==> config.mk <==
export PLATFORM = sky130hd
export DESIGN_NAME = postfix_expression_evaluator
export DESIGN_NICKNAME = d
export VERILOG_FILES = /design/src/rtl/pfx_pkg.sv /design/src/rtl/pfx_div.sv /design/src/rtl/pfx_datapath.sv /design/src/rtl/pfx_ctrl.sv /design/src/rtl/postfix_expression_evaluator.sv
export SDC_FILE = /design/constraint.sdc
export NUM_CORES = 2
export LEC_CHECK = 0
export BUFFER_PORTS_ARGS = -buffer_cell sky130_fd_sc_hd__buf_2
export CAP_MARGIN = 20
export CORE_MARGIN = 2
export CORE_UTILIZATION = 45
export DETAILED_ROUTE_END_ITERATION = 8
export PLACE_DENSITY = 0.69
export SETUP_SLACK_MARGIN = 0.02
export SLEW_MARGIN = 0
export SYNTH_ARGS = -nofsm -noshare
export SYNTH_HDL_FRONTEND = slang
export SYNTH_SLANG_ARGS = --single-unit
==> constraint.sdc <==
create_clock -name clk -period 14.6 [get_ports clk]
set_input_delay 0.73 -clock clk [delete_from_list [all_inputs] [get_ports clk]]
set_output_delay 0.73 -clock clk [all_outputs]
set_load 0.01 [all_outputs]
==> src/rtl/pfx_pkg.sv <==
// Shared types, codes and constants for the postfix expression evaluator.
`timescale 1ns / 1ps
package pfx_pkg;

  localparam int DEF_STACK_DEPTH = 64;
  localparam int DEF_VALUE_WIDTH = 16;

  localparam int SYMBOL_W   = 8;
  localparam int LIMIT_W    = 7;
  localparam int OUT_VALUE_W = 16;
  localparam int STATUS_W   = 3;
  localparam int OUT_DATA_W = 24;

  localparam logic [LIMIT_W-1:0] LIMIT_RESET = 7'd64;

  localparam logic [SYMBOL_W-1:0] CH_ZERO = 8'h30;
  localparam logic [SYMBOL_W-1:0] CH_NINE = 8'h39;
  localparam logic [SYMBOL_W-1:0] CH_ADD  = 8'h2B;
  localparam logic [SYMBOL_W-1:0] CH_SUB  = 8'h2D;
  localparam logic [SYMBOL_W-1:0] CH_MUL  = 8'h2A;
  localparam logic [SYMBOL_W-1:0] CH_DIV  = 8'h2F;

  typedef enum logic [STATUS_W-1:0] {
    ST_OK        = 3'd0,
    ST_OVERFLOW  = 3'd1,
    ST_UNDERFLOW = 3'd2,
    ST_DIVZERO   = 3'd3,
    ST_EMPTY     = 3'd4
  } status_t;

  typedef struct packed {
    logic load;
    logic pop;
    logic exec;
    logic div_start;
    logic div_take;
    logic push;
    logic emit;
  } pfx_cmd_t;

  typedef struct packed {
    logic is_digit;
    logic is_op;
    logic is_div;
    logic is_last;
    logic b_zero;
    logic div_done;
    logic out_busy;
  } pfx_stat_t;

endpackage

==> src/rtl/pfx_div.sv <==
// Iterative signed divider, one quotient bit per cycle, truncating toward zero.
`timescale 1ns / 1ps
module pfx_div #(
  parameter int VALUE_WIDTH = pfx_pkg::DEF_VALUE_WIDTH
) (
  input  logic                   clk,
  input  logic                   rst,
  input  logic                   start,
  input  logic [VALUE_WIDTH-1:0] dividend,
  input  logic [VALUE_WIDTH-1:0] divisor,
  output logic                   done,
  output logic [VALUE_WIDTH-1:0] quotient
);

  localparam int VW = VALUE_WIDTH;
  localparam int CNT_W = $clog2(VW + 1);

  logic              busy;
  logic [CNT_W-1:0]  cnt;
  logic [VW-1:0]     rem;
  logic [VW-1:0]     quo;
  logic [VW-1:0]     mag_b;
  logic              neg;
  logic [VW:0]       shifted;
  logic [VW:0]       diff;

  assign shifted  = {rem, quo[VW-1]};
  assign diff     = shifted - {1'b0, mag_b};
  assign quotient = neg ? (~quo + 1'b1) : quo;

  always_ff @(posedge clk) begin
    if (rst) begin
      busy <= 1'b0;
      done <= 1'b0;
      cnt  <= '0;
    end else begin
      done <= 1'b0;
      if (start) begin
        busy  <= 1'b1;
        cnt   <= CNT_W'(VW);
        rem   <= '0;
        quo   <= dividend[VW-1] ? (~dividend + 1'b1) : dividend;
        mag_b <= divisor[VW-1] ? (~divisor + 1'b1) : divisor;
        neg   <= dividend[VW-1] ^ divisor[VW-1];
      end else if (busy) begin
        if (!diff[VW]) begin
          rem <= diff[VW-1:0];
        end else begin
          rem <= shifted[VW-1:0];
        end
        quo <= {quo[VW-2:0], ~diff[VW]};
        cnt <= cnt - 1'b1;
        if (cnt == CNT_W'(1)) begin
          busy <= 1'b0;
          done <= 1'b1;
        end
      end
    end
  end

endmodule

==> src/rtl/pfx_datapath.sv <==
// Operand stack, arithmetic, error tracking and result register.
`timescale 1ns / 1ps
module pfx_datapath #(
  parameter int STACK_DEPTH = pfx_pkg::DEF_STACK_DEPTH,
  parameter int VALUE_WIDTH = pfx_pkg::DEF_VALUE_WIDTH
) (
  input  logic                             clk,
  input  logic                             rst,
  input  logic [pfx_pkg::SYMBOL_W-1:0]     symbol_in,
  input  logic                             last_in,
  input  logic                             limit_wr_en,
  input  logic [pfx_pkg::LIMIT_W-1:0]      limit_wr_data,
  input  pfx_pkg::pfx_cmd_t                cmd,
  input  logic                             out_ready,
  output pfx_pkg::pfx_stat_t               st,
  output logic                             out_valid,
  output logic [pfx_pkg::OUT_VALUE_W-1:0]  out_value,
  output logic [pfx_pkg::STATUS_W-1:0]     out_status
);
  import pfx_pkg::*;

  localparam int VW   = VALUE_WIDTH;
  localparam int CW   = $clog2(STACK_DEPTH + 1);
  localparam int AW   = $clog2(STACK_DEPTH);
  localparam int LW   = (CW > LIMIT_W) ? CW : LIMIT_W;

  logic [VW-1:0]       mem [STACK_DEPTH];
  logic [VW-1:0]       rdata;
  logic [AW-1:0]       raddr;
  logic [CW-1:0]       count;
  logic [CW-1:0]       count_m1;
  status_t             err;
  logic [LIMIT_W-1:0]  stack_limit;
  logic [SYMBOL_W-1:0] sym;
  logic                lst;
  logic                rd_zero;
  logic [VW-1:0]       b_op;
  logic [VW-1:0]       popped;
  logic [VW-1:0]       result;
  logic [LW-1:0]       lim_ext;
  logic [LW-1:0]       eff_lim;
  logic                full;
  logic                div_done;
  logic [VW-1:0]       div_q;
  logic [OUT_VALUE_W-1:0] top_val;

  pfx_div #(
    .VALUE_WIDTH(VALUE_WIDTH)
  ) u_div (
    .clk      (clk),
    .rst      (rst),
    .start    (cmd.div_start),
    .dividend (popped),
    .divisor  (b_op),
    .done     (div_done),
    .quotient (div_q)
  );

  assign count_m1 = count - 1'b1;
  assign raddr    = count_m1[AW-1:0];
  assign popped   = rd_zero ? '0 : rdata;
  assign lim_ext  = LW'(stack_limit);

  always_comb begin
    if (lim_ext == '0) begin
      eff_lim = LW'(1);
    end else if (lim_ext > LW'(STACK_DEPTH)) begin
      eff_lim = LW'(STACK_DEPTH);
    end else begin
      eff_lim = lim_ext;
    end
  end

  assign full    = LW'(count) >= eff_lim;
  assign top_val = OUT_VALUE_W'((count != '0) ? rdata : {VW{1'b0}});

  assign st.is_digit = (sym >= CH_ZERO) && (sym <= CH_NINE);
  assign st.is_op    = (sym == CH_ADD) || (sym == CH_SUB) ||
                       (sym == CH_MUL) || (sym == CH_DIV);
  assign st.is_div   = (sym == CH_DIV);
  assign st.is_last  = lst;
  assign st.b_zero   = (b_op == '0);
  assign st.div_done = div_done;
  assign st.out_busy = out_valid && !out_ready;

  always_ff @(posedge clk) begin
    if (cmd.push && !full) begin
      mem[count[AW-1:0]] <= result;
    end
    rdata <= mem[raddr];
  end

  always_ff @(posedge clk) begin
    if (cmd.load) begin
      sym <= symbol_in;
      lst <= last_in;
    end
    if (cmd.pop) begin
      rd_zero <= (count == '0);
      b_op    <= popped;
    end
    if (cmd.load) begin
      result <= VW'(symbol_in[3:0]);
    end else if (cmd.exec) begin
      unique case (sym)
        CH_ADD:  result <= popped + b_op;
        CH_SUB:  result <= popped - b_op;
        CH_MUL:  result <= popped * b_op;
        default: result <= '0;
      endcase
    end else if (cmd.div_take) begin
      result <= div_q;
    end
    if (cmd.emit) begin
      out_value <= top_val;
      if (err != ST_OK) begin
        out_status <= err;
      end else if (count == '0) begin
        out_status <= ST_EMPTY;
      end else begin
        out_status <= ST_OK;
      end
    end
  end

  always_ff @(posedge clk) begin
    if (rst) begin
      count       <= '0;
      err         <= ST_OK;
      stack_limit <= LIMIT_RESET;
      out_valid   <= 1'b0;
    end else begin
      if (limit_wr_en) begin
        stack_limit <= limit_wr_data;
      end
      if (cmd.emit) begin
        out_valid <= 1'b1;
      end else if (out_ready) begin
        out_valid <= 1'b0;
      end
      priority if (cmd.emit) begin
        count <= '0;
        err   <= ST_OK;
      end else if (cmd.pop) begin
        if (count == '0) begin
          if (err == ST_OK) err <= ST_UNDERFLOW;
        end else begin
          count <= count_m1;
        end
      end else if (cmd.push) begin
        if (full) begin
          if (err == ST_OK) err <= ST_OVERFLOW;
        end else begin
          count <= count + 1'b1;
        end
      end else if (cmd.exec && st.is_div && st.b_zero) begin
        if (err == ST_OK) err <= ST_DIVZERO;
      end
    end
  end

  a_count_in_range: assert property (@(posedge clk) disable iff (rst)
    count <= CW'(STACK_DEPTH))
    else $error("stack count beyond depth");

  a_full_push_holds: assert property (@(posedge clk) disable iff (rst)
    cmd.push && full |=> $stable(count))
    else $error("push on full stack changed count");

  a_emit_clears: assert property (@(posedge clk) disable iff (rst)
    cmd.emit |=> (count == '0) && (err == ST_OK))
    else $error("stack or error not cleared after result");

  a_empty_value_zero: assert property (@(posedge clk) disable iff (rst)
    out_valid && (out_status == ST_EMPTY) |-> (out_value == '0))
    else $error("empty status with nonzero value");

endmodule

==> src/rtl/pfx_ctrl.sv <==
// Sequencing state machine for the postfix expression evaluator.
`timescale 1ns / 1ps
module pfx_ctrl (
  input  logic                clk,
  input  logic                rst,
  input  logic                in_valid,
  input  pfx_pkg::pfx_stat_t  st,
  output logic                ready,
  output pfx_pkg::pfx_cmd_t   cmd
);
  import pfx_pkg::*;

  typedef enum logic [3:0] {
    S_IDLE,
    S_DECODE,
    S_POP_B,
    S_POP_A,
    S_EXEC,
    S_DIV,
    S_PUSH,
    S_FIN_RD,
    S_EMIT
  } state_t;

  state_t state;
  state_t state_next;

  assign ready = (state == S_IDLE);

  always_comb begin
    state_next = state;
    cmd        = '0;
    unique case (state)
      S_IDLE: begin
        if (in_valid) begin
          cmd.load   = 1'b1;
          state_next = S_DECODE;
        end
      end
      S_DECODE: begin
        priority if (st.is_digit) begin
          state_next = S_PUSH;
        end else if (st.is_op) begin
          state_next = S_POP_B;
        end else if (st.is_last) begin
          state_next = S_FIN_RD;
        end else begin
          state_next = S_IDLE;
        end
      end
      S_POP_B: begin
        cmd.pop    = 1'b1;
        state_next = S_POP_A;
      end
      S_POP_A: begin
        cmd.pop    = 1'b1;
        state_next = S_EXEC;
      end
      S_EXEC: begin
        cmd.exec = 1'b1;
        if (st.is_div && !st.b_zero) begin
          cmd.div_start = 1'b1;
          state_next    = S_DIV;
        end else begin
          state_next = S_PUSH;
        end
      end
      S_DIV: begin
        if (st.div_done) begin
          cmd.div_take = 1'b1;
          state_next   = S_PUSH;
        end
      end
      S_PUSH: begin
        cmd.push   = 1'b1;
        state_next = st.is_last ? S_FIN_RD : S_IDLE;
      end
      S_FIN_RD: begin
        state_next = S_EMIT;
      end
      S_EMIT: begin
        if (!st.out_busy) begin
          cmd.emit   = 1'b1;
          state_next = S_IDLE;
        end
      end
      default: state_next = S_IDLE;
    endcase
  end

  always_ff @(posedge clk) begin
    if (rst) begin
      state <= S_IDLE;
    end else begin
      state <= state_next;
    end
  end

  a_single_pop_pair: assert property (@(posedge clk) disable iff (rst)
    (state == S_POP_B) |=> (state == S_POP_A))
    else $error("operand pops out of order");

  a_div_start_exec: assert property (@(posedge clk) disable iff (rst)
    cmd.div_start |-> cmd.exec && st.is_div && !st.b_zero)
    else $error("divider started outside divide");

  a_load_only_idle: assert property (@(posedge clk) disable iff (rst)
    cmd.load |-> ready && in_valid)
    else $error("symbol loaded while busy");

endmodule

==> src/rtl/postfix_expression_evaluator.sv <==
// Top level of the postfix expression evaluator.
`timescale 1ns / 1ps
// Usage:
//   Slave channel (s_tvalid/s_tready/s_tdata/s_tlast) carries one ASCII symbol
//   per transfer; s_tlast marks the final symbol of an expression. Digits push,
//   + - * / pop two operands and push the result, other symbols are skipped.
//   Master channel carries one result per expression: m_tdata holds the value
//   left on top of the stack and a status code (ok, overflow, underflow,
//   divide by zero, empty at end).
//   stack_limit_wr_en/stack_limit_wr_data write the usable stack depth; write
//   it only while the block is idle.
//   Steps per symbol: an ignored symbol is loaded and decoded, a digit is also
//   pushed, + - * also pop two operands and execute, and divide also waits
//   on the one-bit-per-cycle divider unless the divisor is zero. A final symbol
//   adds the top-of-stack memory read and the result register load.
//   One symbol is in work at a time; the next is taken while a result waits.
//   Reset empties the stack, clears the error and sets stack_limit to 64.
//   If the receiver stalls, the result is held in the output register and
//   the block stops before loading the next result until it is taken.
module postfix_expression_evaluator #(
  parameter int STACK_DEPTH = pfx_pkg::DEF_STACK_DEPTH,
  parameter int VALUE_WIDTH = pfx_pkg::DEF_VALUE_WIDTH
) (
  input  logic                             clk,
  input  logic                             rst,
  input  logic                             stack_limit_wr_en,
  input  logic [pfx_pkg::LIMIT_W-1:0]      stack_limit_wr_data,
  input  logic                             s_tvalid,
  output logic                             s_tready,
  input  logic [pfx_pkg::SYMBOL_W-1:0]     s_tdata,   // [7:0] symbol
  input  logic                             s_tlast,
  output logic                             m_tvalid,
  input  logic                             m_tready,
  output logic [pfx_pkg::OUT_DATA_W-1:0]   m_tdata    // [15:0] value, [18:16] status
);
  import pfx_pkg::*;

  pfx_cmd_t                cmd;
  pfx_stat_t               st;
  logic [OUT_VALUE_W-1:0]  out_value;
  logic [STATUS_W-1:0]     out_status;

  pfx_ctrl u_ctrl (
    .clk      (clk),
    .rst      (rst),
    .in_valid (s_tvalid),
    .st       (st),
    .ready    (s_tready),
    .cmd      (cmd)
  );

  pfx_datapath #(
    .STACK_DEPTH(STACK_DEPTH),
    .VALUE_WIDTH(VALUE_WIDTH)
  ) u_datapath (
    .clk           (clk),
    .rst           (rst),
    .symbol_in     (s_tdata),
    .last_in       (s_tlast),
    .limit_wr_en   (stack_limit_wr_en),
    .limit_wr_data (stack_limit_wr_data),
    .cmd           (cmd),
    .out_ready     (m_tready),
    .st            (st),
    .out_valid     (m_tvalid),
    .out_value     (out_value),
    .out_status    (out_status)
  );

  assign m_tdata = {{(OUT_DATA_W - OUT_VALUE_W - STATUS_W){1'b0}}, out_status, out_value};

endmodule
==> run_summary.xml <==
<?xml version="1.0" encoding="UTF-8"?>
<metrics>
  <group name="status">
    <metric name="status" unit="">finished, final reports clean</metric>
  </group>
  <group name="logic_synthesis">
    <metric name="synth_top_flop_cell" unit="">sky130_fd_sc_hd__edfxtp_1</metric>
    <metric name="synthMuxAreaShare" unit="%">15.0</metric>
    <metric name="synth_top_family_by_area" unit="">multiplexers</metric>
    <metric name="syn-mean-instance-area" unit="sq um">17.6</metric>
    <metric name="compound_gate_fraction_of_synth_area" unit="%">2.68</metric>
    <metric name="synth_simple_gate_area_share" unit="%">5.43</metric>
    <metric name="ys_async_sr_fraction" unit="%">0</metric>
    <metric name="synth_xor_area_share" unit="%">2.15</metric>
    <metric name="netlist_instances" unit="">2951</metric>
    <metric name="synth.top_cell.area_share" unit="%">64.8</metric>
    <metric name="yosys.area_share.adder" unit="%">5.44</metric>
    <metric name="edff_count_synth" unit="">1122</metric>
    <metric name="syn-cell-area" unit="sq mm">0.0520</metric>
    <metric name="synth_seq_cells" unit="">1178</metric>
    <metric name="seq_area_frac_synth" unit="%">66.9</metric>
    <metric name="ys_top_cells_by_area" unit="">sky130_fd_sc_hd__edfxtp_1 (65%), sky130_fd_sc_hd__mux4_2 (15%), sky130_fd_sc_hd__fa_1 (3.2%)</metric>
    <metric name="synth_warnings" unit="">0</metric>
    <metric name="yosys.cell_types.count" unit="">77</metric>
    <metric name="synth_top_area_cell" unit="">sky130_fd_sc_hd__edfxtp_1</metric>
  </group>
  <group name="drt">
    <metric name="total_vias_in_the_final_route" unit="">26735</metric>
    <metric name="first_drt_iteration_drcs" unit="">2801</metric>
    <metric name="drt-vias-per-instance" unit="">5.71</metric>
    <metric name="ant_nets" unit="">0</metric>
    <metric name="drtPass1Iterations" unit="">5</metric>
    <metric name="route.detailed.drc" unit="">0</metric>
    <metric name="detail_route.wl_per_cell" unit="um">25.2</metric>
    <metric name="finalWirelength" unit="um">118000</metric>
  </group>
  <group name="global_routing">
    <metric name="grt_antenna_before_repair" unit="">4</metric>
    <metric name="grt.total_usage" unit="%">20.1</metric>
    <metric name="via_count_of_the_first_global_routing_pass" unit="">26737</metric>
    <metric name="grt_max_degree" unit="">129</metric>
    <metric name="grt_remaining_overflow" unit="">0</metric>
    <metric name="grt_pass1_wl" unit="um">176000</metric>
  </group>
  <group name="sta">
    <metric name="max_slew.worst_pin.slew" unit="ns">1.14</metric>
    <metric name="final_layout_setup_total_negative_slack" unit="ns">0</metric>
    <metric name="final_min_period_over_clock_period" unit="%">44.3</metric>
    <metric name="period_minus_slack" unit="ns">6.47</metric>
    <metric name="grt_setup_unrepaired" unit="">false</metric>
    <metric name="slew_headroom" unit="%">24.0</metric>
    <metric name="worst_clock_skew" unit="ns">0.0381</metric>
    <metric name="report.final.hold_viol_count" unit="">0</metric>
    <metric name="worst_setup_margin" unit="ns">8.13</metric>
    <metric name="setup_viol" unit="">0</metric>
    <metric name="maxClockFrequency" unit="MHz">154</metric>
    <metric name="slew_violations" unit="">0</metric>
  </group>
  <group name="clock_network">
    <metric name="clock_insertion_delay_worst_skew" unit="ns">0.72</metric>
    <metric name="clk_transition_reported_paths" unit="ns">0.07</metric>
    <metric name="tritoncts" unit="">yes</metric>
    <metric name="cts.htree.levels" unit="">3</metric>
    <metric name="post_cts_buffers" unit="">0</metric>
    <metric name="cts.hold.buffers_added" unit="">0</metric>
    <metric name="cts.repair.resized" unit="">0</metric>
    <metric name="cts.sinks" unit="">1178</metric>
    <metric name="clock-root-buffer" unit="">sky130_fd_sc_hd__clkbuf_16</metric>
    <metric name="clock_path_buffers" unit="">3</metric>
    <metric name="clock_buffer_count_from_cts" unit="">118</metric>
  </group>
  <group name="die">
    <metric name="floorplan.io_pins" unit="">47</metric>
    <metric name="initial_utilization" unit="%">45.4</metric>
    <metric name="core.rowCount" unit="">124</metric>
    <metric name="core_area" unit="sq mm">0.115</metric>
    <metric name="die-height" unit="um">344</metric>
    <metric name="die_width" unit="um">344</metric>
    <metric name="fp.dieArea" unit="sq mm">0.118</metric>
  </group>
  <group name="worst_setup_path">
    <metric name="cp_max_fo" unit="">34</metric>
    <metric name="ff2ff_setup_slack" unit="ns">8.13</metric>
    <metric name="timing.critical_path.arrival" unit="ns">7.08</metric>
    <metric name="slowest_stage" unit="">sky130_fd_sc_hd__nor2b_1</metric>
    <metric name="worst-endpoint-required" unit="ns">15.21</metric>
    <metric name="start_kind" unit="">flop</metric>
    <metric name="top_cell_by_count_worst_path" unit="">sky130_fd_sc_hd__fa_1</metric>
    <metric name="critical_path.cell_chain" unit="">buf_4 &gt; nor2b_1 &gt; nand2_1 &gt; fa_1 &gt; fa_1 &gt; fa_1 &gt; fa_1 &gt; inv_1 &gt; fa_1 &gt; inv_1 &gt; fa_1 &gt; inv_1 &gt; ha_1 &gt; a21o_1 &gt; o41ai_1 &gt; o21ai_0 &gt; xnor2_1 &gt; a221oi_2 &gt; nor3_1</metric>
    <metric name="critPathKind" unit="">flop to flop</metric>
    <metric name="timing.critical_path.to_type" unit="">flop</metric>
    <metric name="crit_path_max_incr_delay" unit="ns">0.69</metric>
  </group>
  <group name="cells_and_area">
    <metric name="area_delta_synth_final" unit="%">11.9</metric>
    <metric name="mostFrequentLayoutCell" unit="">sky130_fd_sc_hd__edfxtp_1</metric>
    <metric name="drive_gt1_share" unit="%">22.5</metric>
    <metric name="layout_common_cells" unit="">sky130_fd_sc_hd__edfxtp_1 (1122), sky130_fd_sc_hd__mux4_2 (336), sky130_fd_sc_hd__inv_1 (162), sky130_fd_sc_hd__nor2_1 (162), sky130_fd_sc_hd__nand2_1 (159)</metric>
    <metric name="nets" unit="">3270</metric>
  </group>
  <group name="hold_path">
    <metric name="min_path_type" unit="">primary input to flop</metric>
  </group>
  <group name="power">
    <metric name="leakage" unit="nW">19.3</metric>
    <metric name="vdd_ir_drop_max" unit="mV">0.108</metric>
    <metric name="power-per-cell-area" unit="mW/mm^2">141</metric>
  </group>
  <group name="flow_run">
    <metric name="cap_viol_max_count" unit="">0</metric>
  </group>
  <group name="placement">
    <metric name="io_buffer_count" unit="">41</metric>
    <metric name="post_detail_place_hpwl" unit="um">72000</metric>
    <metric name="placement.setup.worst_slack" unit="ns">8.14</metric>
    <metric name="routabilityCongestion" unit="">0.870</metric>
  </group>
</metrics>
[cells by family after synthesis]
family | after synthesis
AO/OA/AOI/OAI | 210
XOR/XNOR | 122
adder cells (fa/ha/maj) | 177
buffers and inverters | 322
flip-flops | 1178
multiplexers | 360
other | 1
AND/OR/NAND/NOR | 581
[through the flow]
| stage | hold WS, ns | instances | instance area (sq um) | util [%] | total power, mW |
|---|---|---|---|---|---|
| global placement | 0.479 | 4459 | 54500 | 47.6 | 5.38 |
| floorplan | 0.461 | 2955 | 52000 | - | 4.96 |
| global route | 0.179 | 4680 | 58200 | 50.8 | 8.50 |
| detailed placement | 0.491 | 4460 | 54500 | 47.6 | 5.41 |
| finish | 0.199 | 4682 | 58200 | 50.8 | 8.21 |
| CTS | 0.158 | 4676 | 58100 | 50.8 | 8.25 |
[synthesized netlist by cell type, drive strengths merged, types with 4 or more instances]
library cell,count
edfxtp,1122
mux4,336
nor2,174
inv,162
nand2,161
clkbuf,125
ha,95
and2,82
fa,82
xnor2,82
dfxtp,56
o21ai,55
a21oi,42
xor2,37
buf,34
nor3,34
nor2b,28
mux2i,23
o31ai,21
or3,21
nand2b,19
nand3,16
a21o,13
o21a,11
a31oi,10
a211oi,7
nand3b,6
nand4,6
nor4,6
a22oi,5
and3,5
or2,5
a22o,4
a32oi,4
o41ai,4
or4,4
[worst paths after layout]
check,startpoint,end,cells past startpoint
setup / recovery,u_datapath.rd_zero$_DFFE_PN_,u_datapath.result[15]$_SDFFE_PP0P_,19
hold / removal,s_tdata[5],u_datapath.sym[5]$_DFFE_PP_,1
setup reg to reg,u_datapath.rd_zero$_DFFE_PN_,u_datapath.result[15]$_SDFFE_PP0P_,19
hold reg to reg,u_datapath.count[6]$_SDFFE_PP0P_,u_datapath.count[6]$_SDFFE_PP0P_,2
[where the power goes]
group          leakage (nW)  internal, mW  switching (mW)
Combinational          6.80         0.356           0.764
Sequential             10.7          4.11           0.124
Clock                  1.77          1.58            1.27
Total                  19.3          6.05            2.16
[layout make-up]
| cell class | count | area [sq um] |
|---|---|---|
| clock inverter | 71 | 539 |
| timing repair buffer | 156 | 1150 |
| antenna | 2 | 5.00 |
| sequential | 1178 | 34800 |
| clock buffer | 145 | 3060 |
| fill | 9211 | 56300 |
| inverter | 163 | 612 |
| tap | 1512 | 1890 |
| multi-input combinational | 1455 | 16100 |
[per-layer routing]
| metal | routed length (um) | track usage, % |
|---|---|---|
| met2 | 57000 | 32.3 |
| met3 | 7920 | 2.92 |
| met5 | 0 | 0 |
| met1 | 50200 | 28.9 |
| met4 | 2730 | 5.57 |
[state kept, by name (all words and copies together), names as in the netlist]
register	count
u_ctrl.state	4
u_datapath.b_op	16
u_datapath.count	7
u_datapath.err	2
u_datapath.lim_ext	7
u_datapath.lst	1
u_datapath.mem	1024
u_datapath.out_status	3
u_datapath.out_valid	1
u_datapath.out_value	16
u_datapath.rd_zero	1
u_datapath.rdata	16
u_datapath.result	16
u_datapath.sym	8
u_datapath.u_div.busy	1
u_datapath.u_div.cnt	5
u_datapath.u_div.done	1
u_datapath.u_div.mag_b	16
u_datapath.u_div.neg	1
u_datapath.u_div.quo	16
u_datapath.u_div.rem	16
[critical path, delay by kind of cell (launching register included)]
kind	cells	cell delay, ns
compound gates	4	1.14
flops	1	0.35
buf+inv	4	0.39
xor+xnor	1	0.17
simple gates	3	0.95
fa+ha+maj	7	3.34
No activity file was read; power rests on OpenSTA's default activity.
